===== config.mk =====
export PLATFORM = sky130hd
export DESIGN_NAME = skct_ctrl
export DESIGN_NICKNAME = d
export VERILOG_FILES = /design/src/skct_pkg.sv /design/src/skct_ctrl.sv
export SDC_FILE = /design/constraint.sdc
export NUM_CORES = 1
export LEC_CHECK = 0
export BUFFER_PORTS_ARGS = -buffer_cell sky130_fd_sc_hd__buf_2
export CORE_AREA = 3 3 40 42
export CTS_CLUSTER_DIAMETER = 40
export DETAILED_ROUTE_END_ITERATION = 7
export DIE_AREA = 0 0 43 45
export GPL_TIMING_DRIVEN = 0
export PLACE_DENSITY = 0.64
export SETUP_SLACK_MARGIN = 0.1
export SYNTH_ARGS = -nofsm -noshare
export SYNTH_HDL_FRONTEND = slang
export SYNTH_SLANG_ARGS = --single-unit

===== constraint.sdc =====
create_clock -name clock -period 1.8 [get_ports clock]
set_clock_uncertainty 0.2 [all_clocks]
set_input_delay 0.36 -clock clock [delete_from_list [all_inputs] [get_ports clock]]
set_output_delay 0.36 -clock clock [all_outputs]
set_load 0.05 [all_outputs]

===== src/skct_pkg.sv =====
package skct_pkg;

   localparam logic [1:0] OP_ADD   = 2'd0;
   localparam logic [1:0] OP_READ  = 2'd1;
   localparam logic [1:0] OP_CLEAR = 2'd2;

   localparam logic [1:0] STAT_OK    = 2'd0;
   localparam logic [1:0] STAT_FULL  = 2'd1;
   localparam logic [1:0] STAT_RANGE = 2'd2;

   typedef struct packed {
      logic [1:0]  operation;
      logic [31:0] key;
      logic [15:0] increment;
      logic [7:0]  index;
   } req_type;

   typedef struct packed {
      logic [1:0]  status;
      logic [7:0]  position;
      logic [31:0] entry_key;
      logic [31:0] entry_count;
      logic        was_inserted;
      logic [8:0]  entries_used;
   } rsp_type;

   typedef enum logic [3:0] {
      ST_IDLE,
      ST_DECODE,
      ST_SEARCH,
      ST_COMPARE,
      ST_UPDATE,
      ST_SHIFT_RD,
      ST_SHIFT_WR,
      ST_INSERT,
      ST_READ_DONE
   } state_type;

   typedef enum logic [2:0] {
      RES_NONE,
      RES_UPDATE,
      RES_INSERT,
      RES_READ,
      RES_FULL,
      RES_RANGE,
      RES_CLEAR,
      RES_NOP
   } res_type;

   typedef struct packed {
      logic    capture;
      logic    search_rd;
      logic    search_step;
      logic    shift_rd;
      logic    shift_wr;
      logic    read_rd;
      res_type result;
   } cmd_type;

   typedef struct packed {
      logic [1:0] op;
      logic       lo_lt_hi;
      logic       key_lt;
      logic       key_eq;
      logic       table_full;
      logic       shift_more;
      logic       read_ok;
   } stat_type;

endpackage


===== src/skct_ctrl.sv =====
module skct_ctrl (
   input  logic               clock,
   input  logic               reset,
   input  logic               start,
   input  skct_pkg::stat_type stat,
   output logic               busy,
   output skct_pkg::cmd_type  cmd
);
   import skct_pkg::*;

   state_type state_ff, state_in;

   always_comb begin
      state_in = state_ff;
      unique case (state_ff)
         ST_IDLE:      if (start) state_in = ST_DECODE;
         ST_DECODE: begin
            if (stat.op == OP_ADD) begin
               state_in = ST_SEARCH;
            end else if (stat.op == OP_READ && stat.read_ok) begin
               state_in = ST_READ_DONE;
            end else begin
               state_in = ST_IDLE;
            end
         end
         ST_SEARCH: begin
            priority if (stat.lo_lt_hi) state_in = ST_COMPARE;
            else if (stat.table_full)   state_in = ST_IDLE;
            else                        state_in = ST_SHIFT_RD;
         end
         ST_COMPARE:   state_in = stat.key_eq ? ST_UPDATE : ST_SEARCH;
         ST_UPDATE:    state_in = ST_IDLE;
         ST_SHIFT_RD:  state_in = stat.shift_more ? ST_SHIFT_WR : ST_INSERT;
         ST_SHIFT_WR:  state_in = ST_SHIFT_RD;
         ST_INSERT:    state_in = ST_IDLE;
         ST_READ_DONE: state_in = ST_IDLE;
         default:      state_in = ST_IDLE;
      endcase
   end

   always_comb begin
      cmd  = '0;
      cmd.result = RES_NONE;
      busy = state_ff != ST_IDLE;
      unique case (state_ff)
         ST_IDLE:   cmd.capture = start;
         ST_DECODE: begin
            unique case (stat.op)
               OP_ADD:   ;
               OP_READ: begin
                  if (stat.read_ok) begin
                     cmd.read_rd = 1'b1;
                  end else begin
                     cmd.result = RES_RANGE;
                  end
               end
               OP_CLEAR: cmd.result = RES_CLEAR;
               default:  cmd.result = RES_NOP;
            endcase
         end
         ST_SEARCH: begin
            priority if (stat.lo_lt_hi) cmd.search_rd = 1'b1;
            else if (stat.table_full)   cmd.result = RES_FULL;
            else                        ;
         end
         ST_COMPARE:   cmd.search_step = !stat.key_eq;
         ST_UPDATE:    cmd.result = RES_UPDATE;
         ST_SHIFT_RD:  cmd.shift_rd = stat.shift_more;
         ST_SHIFT_WR:  cmd.shift_wr = 1'b1;
         ST_INSERT:    cmd.result = RES_INSERT;
         ST_READ_DONE: cmd.result = RES_READ;
         default: ;
      endcase
   end

   always_ff @(posedge clock) begin
      if (reset) begin
         state_ff <= ST_IDLE;
      end else begin
         state_ff <= state_in;
      end
   end

endmodule


==> impl_metrics.toml, run 1 <==
[worst_setup_path]
worstPathArrival_ns = 1.42
crit_fanout = 10
worstReg2RegEnd = "state_ff[3]$_SDFFE_PP0P_"
r2r_start = "state_ff[2]$_SDFFE_PP0P_"
crit_path_start = "state_ff[0]$_SDFFE_PP0P_"
crit_type = "flop to output port"
reg2reg_setup_slack_ns = 0.24
r2r_cells = 4
cp_data_required_time_ns = 1.24
cp-start-kind = "flop"
crit_end = "cmd[1]"
end_kind = "output port"

[clocking]
clockBufferDepth = 2
clk_pin_slew_worst_paths_ns = 0.03
cts_made_buffers = 3
clkLatencyLatePin_ns = 0.23
tritoncts = "done"
clockRootBuffer = "clkbuf_4"
cts.sinks = 4
ctsHtreeMaxLevel = 1

[die]
rows = 13
dieHeight_um = 45
dieWidth_um = 43
io_pins = 21
die_area_um2 = 1940
initial_core_util_pct = 31.1
core_um2 = 1280

[routing]
drc = 0
ant_nets = 0
vias = 612
drt-total-wl_um = 1780
dr.first_iter.drc_count = 28
avgViaCountPerCell = 5.56
drt-pass1-iter-count = 4
wl_per_cell_um = 16.2

[timing]
worst_hold_slack_ns = 0.243
setup_viol = 7
period_share_pct = 110
max_slew_margin_pct = 55.2
worst_pin_slew_ns = 0.662
rsz0062_at_grt = "true"
finalMaxSlewViolations = 0
hold_violations = 0
setup-tns-final_ns = -0.843
worst_slack_ns = -0.183
period_minus_slack_ns = 1.98
timing.fmax_mhz = 504

[power_and_ir_drop]
finalPower_mw = 0.409
ir_drop_mv = 0.341
power_density_nw_per_um2 = 412
p_leak_nw = 0.412

[yosys]
synth_edf_count = 0
yosys.area.top_type = "dfxtp_1"
synthTopCellsByArea = "dfxtp_1, a21oi_1, nor2_1"
syn_inst = 56
synth_cell_types = 30
ys.flop_type = "dfxtp_1"
yosysWarnings = 0
syn-cell-area_um2 = 399
synth_nets = 67
synthTopCellsByCount = "nor2_1, a21oi_1, nand2_1"
ys_seq_elements = 4
synth-seq-area-share_pct = 20.1
synth_area_per_cell_um2 = 7.13
synth_top_area_share_pct = 20.1
synth.most_common_cell = "nor2_1"
async_reset_ff_share_pct = 0

[outcome]
outcome = "complete, but fails checks"
failed_checks = "negative setup slack"

[placement]
dp_slack_ns = -0.185
place.gp.congestion = 0.773
dp_hpwl_um = 998
port_buffers = 19

[grt]
grt_pass1_vias = 613
antenna_found_initial = 0
grt.overflow.total = 0
grt_max_degree = 11
grt_pass1_wl_um = 2900
grt_use_total_pct = 20.2

[layout]
top_regs = "state_ff: 4 flops"
drive_gt1_share_pct = 69.5
area_growth_pct = 149
regMostFlops = "state_ff"
diodes = 0
largest_reg_flops = 4
nets = 107

[worst_hold_path]
hp-class = "primary input to flop"

[flow_run]
drv_cap = 0
cell families after synthesis:
kind of cell	after synthesis	synth area share, %
multiplexers	1	2.82
flip-flops	4	20.1
AND/OR/NAND/NOR	31	46.7
AO/OA/AOI/OAI	13	22.6
buffers and inverters	7	7.83
placed cells by master, fill, tap and decap left out, types with 2 or more instances in the layout:
cell | netlist | layout
a21oi_1 | 5 | 5
nor2_4 | 0 | 2
nor2_1 | 6 | 3
dfxtp_4 | 0 | 4
nand2_4 | 0 | 2
buf_4 | 1 | 11
buf_2 | 1 | 9
nor2b_1 | 3 | 2
buf_6 | 0 | 12
nand2_1 | 5 | 3
nor4b_4 | 0 | 2
inv_1 | 4 | 3
buf_8 | 0 | 4
clkbuf_4 | 0 | 3
where the power goes:
group          total, mW  internal [mW]  switching [mW]
sequential        0.0961         0.0888         0.00723
combinational      0.193         0.0866           0.107
clock              0.119         0.0831          0.0361
per-layer routing:
layer  up-vias  track usage [%]  wire [µm]
met3         5             3.59         83
li1        289                -          -
met5         -                0          0
met1       296             25.3        712
met4         0             12.7         37
met2        22             32.3        950
stage by stage:
step                      utilization, %  instance area, µm²  instances
after global placement              52.6                 676         90
after floorplan                        -                 562         56
after CTS                           74.8                 961        107
after detailed placement            52.6                 676         90
after global routing                77.2                 992        110
final                               77.2                 992        110
how the worst min path moves through the flow:
stage / start / endpoint / slack [ns] / cells after the start
6_report: stat[1] / state_ff[0]$_SDFFE_PP0P_ / 0.24 / 3
5_1_grt: stat[1] / state_ff[0]$_SDFFE_PP0P_ / 0.25 / 3
4_1_cts: stat[1] / state_ff[0]$_SDFFE_PP0P_ / 0.22 / 3
3_5_place_dp: state_ff[3]$_SDFFE_PP0P_ / state_ff[0]$_SDFFE_PP0P_ / 0.45 / 2
3_3_place_gp: state_ff[3]$_SDFFE_PP0P_ / state_ff[0]$_SDFFE_PP0P_ / 0.46 / 2
2_1_floorplan: stat[1] / state_ff[0]$_SDFFE_PP0P_ / 0.34 / 2
final cells by class:
class	count	area (µm²)
multi-input combinational	45	467
sequential	4	95.1
clock buffer	4	26.3
fill	88	293
tap	15	18.8
inverter	4	17.5
timing repair buffer	35	308
buffer	3	60.1
worst max-delay path, cell delays in order (launching register included):
cell and delay (ns):
dfxtp_4 0.36, buf_8 0.15, mux2_4 0.28, o32ai_4 0.21
buf_6 0.19
what timing repair did:
item | CTS | global route
pin swaps | 8 | 5
resized for setup | 39 | 6
buffers inserted | 13 | 4
setup endpoints to repair | 10 | 10
hold buffers | 0 | 0
Power figures use the tool's default switching activity.
==> run 2: changes to the inputs <==
--- a/config.mk
+++ b/config.mk
@@ -5,7 +5,7 @@
 export SDC_FILE = /design/constraint.sdc
 export NUM_CORES = 1
 export LEC_CHECK = 0
-export BUFFER_PORTS_ARGS = -buffer_cell sky130_fd_sc_hd__buf_2
+export BUFFER_PORTS_ARGS = -buffer_cell sky130_fd_sc_hd__buf_4
 export CORE_AREA = 3 3 40 42
 export CTS_CLUSTER_DIAMETER = 40
 export DETAILED_ROUTE_END_ITERATION = 7
==> run 2 against run 1 <==
The run still ends with negative setup slack left; clock power grew 3%; combinational power up 7%; final cell count decreased by 0.91%; routed wire length down 0.34%; sequential power is essentially flat.
==> impl_metrics.toml, run 2 (synthesis results as in run 1) <==
[worst_setup_path]
crit_fanout = 6
r2r_cells = 7
crit_type = "flop to output port"
worstPathArrival_ns = 1.41
crit_path_max_incr_delay_ns = 0.36
end_kind = "output port"
slowest_stage = "dfxtp_4"
cp-start-kind = "flop"
cp_data_required_time_ns = 1.24
cp_cell_sequence = "buf_8 -> mux2_4 -> o32ai_4 -> buf_6"

[placement]
dp_slack_ns = -0.103
place.gp.congestion = 0.744
port_buffers = 19
dp_hpwl_um = 1010
placed_cell_area_um2 = 723

[power_and_ir_drop]
power_density_nw_per_um2 = 438
ir_drop_mv = 0.406
p_leak_nw = 0.397

[worst_hold_path]
hold_depth = 3
hp-class = "primary input to flop"

[timing]
timing.fmax_mhz = 509
period_share_pct = 109
finalMaxSlewViolations = 0
rsz0062_at_grt = "true"
hold_violations = 0
period_minus_slack_ns = 1.97
worst_slack_ns = -0.166
setup_viol = 7
worst_pin_slew_ns = 0.718
setup-tns-final_ns = -0.800
max_slew_margin_pct = 51.4

[clocking]
clockBufferDepth = 2
hold_buffers = 0
ctsHtreeMaxLevel = 1
clk_pin_slew_worst_paths_ns = 0.04
clkLatencyLatePin_ns = 0.24
cts.sinks = 4
cts_made_buffers = 3
clockRootBuffer = "clkbuf_4"
tritoncts = "done"

[layout]
multi_input_area_um2 = 454
top_regs = "state_ff: 4 flops"
seqCellArea_um2 = 95.1
nets = 106
area_growth_pct = 144
largest_reg_flops = 4
fin_area_um2 = 973
final_common_cell = "buf_4"
drive_gt1_share_pct = 68.1
fillers = 95
regMostFlops = "state_ff"
diodes = 0
final_cell_mix = "buf_4, buf_6, a21oi_1"

[outcome]
outcome = "complete, but fails checks"
failed_checks = "negative setup slack"

[grt]
grt.overflow.total = 0
grt_max_degree = 7
grt_pass1_wl_um = 2580
grt_use_total_pct = 18.0
antenna_found_initial = 0
grt_pass1_vias = 546

[routing]
drt-total-wl_um = 1780
top_layer = "met3"
route.met3.wl_um = 95
ant_nets = 0
wl_per_cell_um = 16.3
wl_met2_um = 943
dr.first_iter.drc_count = 18
drc = 0
vias = 586
avgViaCountPerCell = 5.38
drt-pass1-iter-count = 4
wl_met1_um = 738

[flow_run]
drv_cap = 0

[die]
core_um2 = 1280
rows = 13
initial_core_util_pct = 31.1
dieWidth_um = 43
dieHeight_um = 45
io_pins = 21
die_area_um2 = 1940
==> run 2: changes by cell type in the layout (fill, tap and decap cells not counted), sizes merged <==
cell	change
clkbuf	-1
==> run 2: layer usage <==
metal  GRT usage (%)  vias to the layer above
li1                -                      287
met1            21.9                      276
met2            33.5                       23
met3            2.79                        0
met4            3.61                        0
met5               0                        -
==> run 2: worst paths after layout <==
check / end / slack [ns] / from
worst min-delay path: state_ff[0]$_SDFFE_PP0P_ / 0.21 / stat[1]
worst min register to register: state_ff[0]$_SDFFE_PP0P_ / 0.50 / state_ff[1]$_SDFFE_PP0P_
worst max-delay path: cmd[1] / -0.17 / state_ff[0]$_SDFFE_PP0P_
worst max register to register: state_ff[3]$_SDFFE_PP0P_ / 0.12 / state_ff[1]$_SDFFE_PP0P_
==> run 2: area by class of cell <==
type	instances	share of cell area (%)
buffer	3	4.63
clock buffer	4	2.70
inverter	4	1.80
multi-input combinational	45	46.7
sequential	4	9.77
tap	15	1.93
timing repair buffer	34	32.5
==> run 2: what timing repair did <==
item | 4_1_cts | 5_1_grt
endpoints found under the hold margin | 0 | 0
setup buffers | 11 | 4
pin swaps | 2 | 7
setup endpoints to repair | 10 | 11
gates resized for setup | 19 | 7
==> run 2: through the flow <==
stage	instances	util, %	hold slack (ns)	total power, mW
2_1_floorplan	56	-	0.335	0.207
3_3_place_gp	90	56.3	0.443	0.255
3_5_place_dp	90	56.3	0.444	0.256
4_1_cts	105	71.7	0.199	0.414
5_1_grt	109	75.8	0.226	0.446
6_report	109	75.8	0.209	0.426
==> run 2: power breakdown <==
| part | switching [mW] | internal [mW] |
|---|---|---|
| Combinational | 0.108 | 0.0990 |
| Clock | 0.0400 | 0.0834 |
| Sequential | 0.00722 | 0.0887 |
==> run 2: critical path: cells and delay by family, from the launching register on <==
family	cells	cell delay, ns
buf+inv	2	0.32
compound gates	1	0.21
flops	1	0.36
mux	1	0.28
